### src/sv/vam_pkg.sv
package vam_pkg;
    typedef enum logic [2:0] {
        MODE_PLAY   = 3'd0,
        MODE_STOP   = 3'd1,
        MODE_RENDER = 3'd2,
        MODE_LOAD   = 3'd3,
        MODE_ENABLE = 3'd4
    } mode_t;

    // voice pool size; slot and count fields below are sized for it
    localparam int VOICES   = 8;

    localparam int MODE_W   = 3;
    localparam int EFFECT_W = 4;
    localparam int ADDR_W   = 12;
    localparam int SAMPLE_W = 16;
    localparam int SLOT_W   = 4;
    localparam int COUNT_W  = 4;
    localparam int MIX_W    = 22;
    localparam logic signed [MIX_W-1:0] SAT_HI = 22'sd32767;
    localparam logic signed [MIX_W-1:0] SAT_LO = -22'sd32768;

    typedef struct packed {
        logic [MODE_W-1:0]   mode;
        logic [EFFECT_W-1:0] effect;
        logic                looping;
        logic [ADDR_W-1:0]   sample_addr;
        logic signed [SAMPLE_W-1:0] sample_value;
        logic                is_last_word;
        logic                enable_flag;
    } req_t;

    typedef struct packed {
        logic signed [SAMPLE_W-1:0] mixed_sample;
        logic [SLOT_W-1:0]   granted_slot;
        logic [COUNT_W-1:0]  active_count;
    } rsp_t;

    // controller -> datapath
    typedef struct packed {
        logic start;    // latch request, run the non-render ops
        logic visit;    // render: process voice at visit index
        logic clear;    // render: clear mix accumulator
        logic finish;   // form response
    } cmd_t;

    // datapath -> controller
    typedef struct packed {
        logic render;
        logic last_voice;
    } sts_t;
endpackage

### src/sv/vam_ctrl.sv
module vam_ctrl (
    input  logic clk,
    input  logic rst_n,
    input  logic in_valid,
    output logic in_ready,
    output logic out_valid,
    input  logic out_ready,
    output vam_pkg::cmd_t cmd,
    input  vam_pkg::sts_t sts
);
    import vam_pkg::*;

    typedef enum logic [2:0] {S_IDLE, S_DECODE, S_FETCH, S_ACC, S_DONE} state_t;

    state_t state_reg, state_next;
    logic   out_valid_reg, out_valid_next;

    assign in_ready  = (state_reg == S_IDLE) && (!out_valid_reg || out_ready);
    assign out_valid = out_valid_reg;

    always_comb
    begin
        state_next     = state_reg;
        out_valid_next = out_valid_reg;
        cmd            = '0;
        if (out_valid_reg && out_ready)
        begin
            out_valid_next = 1'b0;
        end
        unique case (state_reg)
            S_IDLE:
            begin
                if (in_valid && in_ready)
                begin
                    cmd.start  = 1'b1;
                    state_next = S_DECODE;
                end
            end
            S_DECODE:
            begin
                if (sts.render)
                begin
                    cmd.clear  = 1'b1;
                    state_next = S_FETCH;
                end
                else
                begin
                    state_next = S_DONE;
                end
            end
            S_FETCH:
            begin
                // sample read address set up; word arrives next cycle
                state_next = S_ACC;
            end
            S_ACC:
            begin
                cmd.visit  = 1'b1;
                state_next = sts.last_voice ? S_DONE : S_FETCH;
            end
            S_DONE:
            begin
                cmd.finish     = 1'b1;
                out_valid_next = 1'b1;
                state_next     = S_IDLE;
            end
            default: state_next = S_IDLE;
        endcase
    end

    always_ff @(posedge clk or negedge rst_n)
    begin
        if (!rst_n)
        begin
            state_reg     <= S_IDLE;
            out_valid_reg <= 1'b0;
        end
        else
        begin
            state_reg     <= state_next;
            out_valid_reg <= out_valid_next;
        end
    end
endmodule

### config.mk
export PLATFORM = sky130hd
export DESIGN_NAME = vam_ctrl
export DESIGN_NICKNAME = d
export VERILOG_FILES = /design/src/sv/vam_pkg.sv /design/src/sv/vam_ctrl.sv
export SDC_FILE = /design/constraint.sdc
export NUM_CORES = 1
export LEC_CHECK = 0
export ABC_AREA = 1
export BUFFER_PORTS_ARGS = -buffer_cell sky130_fd_sc_hd__clkbuf_2
export CAP_MARGIN = 25
export CORE_AREA = 2 2 39 41
export CTS_CLUSTER_DIAMETER = 40
export DETAILED_ROUTE_END_ITERATION = 6
export DIE_AREA = 0 0 41 43
export GPL_TIMING_DRIVEN = 0
export SYNTH_ARGS = -nofsm -noshare
export SYNTH_HDL_FRONTEND = slang
export SYNTH_SLANG_ARGS = --single-unit
### constraint.sdc
create_clock -name clk -period 1 [get_ports clk]
set_input_delay 0.05 -clock clk [delete_from_list [all_inputs] [get_ports clk]]
set_output_delay 0.05 -clock clk [all_outputs]
set_load 0.02 [all_outputs]
After elaboration in Yosys (flattened, before gate mapping)
Index checks and enable logic that the tools add are counted.
{"block": "classes", "n_addsub": 0, "multipliers": 0, "n_div": 0, "order_cmp": 0, "eq_ne": 5, "n_shift": 0, "n_mux": 12, "n_bitwise": 0, "n_reduce_logical": 7}
{"op": "one-hot mux 3 bit (4 select lines)", "n": 1}
{"op": "two-way mux 3 bit", "n": 3}
{"op": "two-way mux 1 bit", "n": 8}
{"op": "== test 3 x 2 -> 1 bit, second input constant", "n": 2}
{"op": "== test 3 x 1 -> 1 bit, second input constant", "n": 1}
{"op": "== test 3 bit, second input constant", "n": 1}
{"op": "logical AND 1 bit", "n": 3}
{"op": "zero test 3 bit", "n": 1}
{"op": "!= test 2 x 1 -> 1 bit, second input constant", "n": 1}
{"op": "nonzero test 2 bit", "n": 1}
{"op": "zero test 1 bit", "n": 1}
{"op": "logical OR 1 bit", "n": 1}
{"block": "totals", "reg_bits": 4, "latch_bits": 0, "ram_bits": 0, "mem_bits_ro": 0, "inputBits": 6, "out_inout_bits": 6, "word_cells": 26, "mem_count": 0}

Longest topological paths before layout
{"block": "depth", "ltp_word": 6, "depth_mapped": 4, "depth_no_buf": 4}

Worst setup path before layout
Ideal clock, no wire load.
{"block": "synth_timing", "path_type": "register to output", "from": "register out_valid_reg (netlist: out_valid)", "to": "output cmd[3] in the netlist's numbering", "arrival_ns": 0.965, "required_time_ns": 0.950, "slack_ns": -0.015, "stages_incl_launch_ff": 4, "path_cell_list": "dfrtp_1 nand2_1 inv_1 nor3b_2"}
{"element": "start, declared", "line": "vam_ctrl.sv:16", "rtl": "logic out_valid_reg, out_valid_next;"}
{"element": "start signal, assigned", "line": "vam_ctrl.sv:81", "rtl": "out_valid_reg <= out_valid_next;"}
{"element": "end, declared", "line": "vam_ctrl.sv:8", "rtl": "output vam_pkg::cmd_t cmd,"}

==> flow_summary_export.csv <==
group,metric,value,unit
clocking,cts_tree,"done",
critical_path,crit_path_cell_trace,"nor2_2 -> nand2_2 -> nor3b_4 -> clkbuf_8",
sta,final_critical_path_setup_slack,-0.230,ns
hold_path,holdPathEnd,"state_reg[2]$_DFFE_PN0P_",
sta,slew_violations,0,
place,postPlaceCellArea,328,µm²
clocking,h-tree-depth,1,
critical_path,endpoint_kind,"output pin",
power_and_ir_drop,ir_drop,818,µV
critical_path,rr_endpoint,"state_reg[1]$_DFFE_PN0P_",
global_routing,antenna_found_initial,0,
hold_path,min_from,"sts[1]",
outcome,violations,"setup timing",
critical_path,reg2regPathDepth,7,
sta,setup_viol,7,
finish,largest_reg_flops,3,
global_routing,first_global_vias,283,
logic_synthesis,yosysWarnings,0,
logic_synthesis,syn_inst,32,
drt,finalWirelength,569,µm
critical_path,worstPathRequired,0.95,ns
floorplan,die-area,1760,µm²
critical_path,r2r_slack,-0.12,ns
floorplan,top_level_ports,12,
drt,num_vias,275,
sta,slew-limit-headroom,89.6,%
logic_synthesis,synth_top_cell_area_share,40.6,%
critical_path,path_delay_family,"simple AND/OR/NAND/NOR gates",
clocking,insertion_delay,0.23,ns
critical_path,critical-path-slowest-cell,"dfrtp_1",
finish,drive_above_1_share,72.7,%
sta,period_needed,1.23,ns
job,maxCapViolCount,0,
logic_synthesis,yosys-top-cells-area,"dfrtp_1 41%, inv_1 11%, nand2_1 9.1%",
place,io_buffers,11,
global_routing,grt_max_degree,5,
finish,final_area,504,µm²
logic_synthesis,avgSynthCellArea,7.70,µm²
global_routing,grt_first_pass_wirelength,959,µm
sta,max_freq,813,MHz
logic_synthesis,syn-num-nets,38,
sta,rsz0062_at_grt,"yes",
critical_path,critPathMaxStageDelay,0.38,ns
logic_synthesis,synth.distinct_cells,14,
critical_path,startpoint_type,"register",
finish,nets,63,
power_and_ir_drop,power.density,3160,nW/µm²
global_routing,gr-total-overflow,0,
clocking,clkTransAtPathRegs,0.03,ns
outcome,status,"complete, but fails checks",
clocking,clock-sinks,4,
finish,area_delta_synth_final,105,%
critical_path,crit_arrival,1.18,ns
floorplan,die_y,43,µm
floorplan,die_w,41,µm
drt,via_per_inst,3.87,
hold_path,hold_depth,2,
sta,final_hold_viol_count,0,
drt,first_pass_iters,2,
clocking,cts_buffer_depth,2,
drt,drt-initial-drc-count,2,
global_routing,grt.total_usage,8.26,%
floorplan,row_count,14,
logic_synthesis,ys_ff_latch,4,
drt,ant_nets,0,
logic_synthesis,syn-cell-area,246,µm²
place,gp_congestion,0.619,
critical_path,r2r-start,"state_reg[0]$_DFFE_PN0P_",
place,hpwl,429,µm
critical_path,critical_path_class,"register to output pin",
clocking,cts_root_buf,"clkbuf_4",
critical_path,timing.critical_path.buf_inv,1,
logic_synthesis,ys_seq_area_share,40.6,%
hold_path,hold_class,"input pin to register",
power_and_ir_drop,leakagePower,0.289,nW
drt,drc_errors,0,
floorplan,coreArea,1380,µm²
floorplan,initial_core_util,17.8,%
finish,antenna_cells,0,
critical_path,critPathMaxFanout,3,
clocking,cts_buffers,3,
sta,clock_skew,0.000982,ns
drt,wl_per_cell,8.01,µm
sta,tns,-1.06,ns
sta,fin_crit_sh,123,%
sta,worst_pin_slew,0.155,ns
logic_synthesis,yosys.area.top_type,"dfrtp_1",
[per-stage QoR]
stage	util [%]	hold WS, ns	instances	setup WS [ns]	total power [mW]
after floorplan	-	-0.246	32	0.0105	0.757
after global placement	23.7	-0.143	59	-0.0486	0.911
after detailed placement	23.7	-0.139	59	-0.0611	0.929
after CTS	34.9	0.00846	71	-0.254	1.49
after global routing	36.4	0.0334	71	-0.279	1.71
final	36.4	0.0152	71	-0.230	1.60
[repair_timing]
action	4_1_cts	5_1_grt
setup buffers	9	2
hold endpoints to repair	4	0
hold buffers	1	0
setup endpoints to repair	5	9
pin swaps	4	4
resized for setup	18	11
[logic make-up (layout without fill, tap and decap cells)]
logic type | Yosys count | in the layout | synth area share [%]
compound gates | 2 | 2 | 5.58
buf+inv | 9 | 32 | 15.2
flops | 4 | 4 | 40.6
simple gates | 17 | 17 | 38.6
[synthesized netlist by cell type]
cell     count
inv_1        7
nand2_1      6
dfrtp_1      4
nor2_1       4
nand2_2      2
a21oi_1      1
buf_4        1
inv_2        1
nand3_1      1
nand3_2      1
nand4_1      1
nor2_4       1
nor3b_2      1
o21ai_2      1
[routing by layer]
metal  part of all wire (%)  routed length (µm)  global-route usage (%)
met2                     62                 355                    14.1
met3                    3.7                  21                    1.57
met4                      0                   0                    6.00
met5                      0                   0                       0
met1                     34                 192                    8.12
[layout by cell type, fill, tap and decap left out, drive strengths merged]
| cell type | instances |
|---|---|
| a21oi | 1 |
| nand4 | 1 |
| nor2 | 5 |
| buf | 12 |
| dfrtp | 4 |
| nand3 | 2 |
| dlygate4sd3 | 1 |
| clkbuf | 11 |
| nor3b | 1 |
| inv | 8 |
| o21ai | 1 |
| nand2 | 8 |
[layout make-up]
cell class	count	area [µm²]
fill	150	880
timing repair buffer	21	180
multi-input combinational	19	150
sequential	4	101
inverter	8	30.0
clock buffer	3	22.5
tap	16	20.0
[worst max path at each step]
stage	to	slack, ns	cells past startpoint	startpoint
6_report	cmd[3]	-0.23	4	state_reg[1]$_DFFE_PN0P_
5_1_grt	cmd[3]	-0.28	4	state_reg[1]$_DFFE_PN0P_
4_1_cts	cmd[3]	-0.25	4	state_reg[1]$_DFFE_PN0P_
3_5_place_dp	cmd[3]	-0.06	4	state_reg[0]$_DFFE_PN0P_
3_3_place_gp	cmd[3]	-0.05	4	state_reg[0]$_DFFE_PN0P_
2_1_floorplan	in_ready	0.01	3	out_valid$_DFFE_PN0P_
[where the power goes]
part           leakage (nW)  internal, mW  switching [mW]
combinational         0.225         0.546           0.567
clock                0.0138         0.134          0.0560
sequential           0.0502         0.242          0.0511
[worst reg2reg max path, cell delays in order (launching register included)]
cell and delay (ns):
dfrtp_1 0.39, buf_4 0.14, buf_6 0.12, nand2_4 0.07
nor2_4 0.04, buf_4 0.13, nand2_2 0.05, nand3_2 0.07
Note: power is estimated with default switching activity, not from simulation.
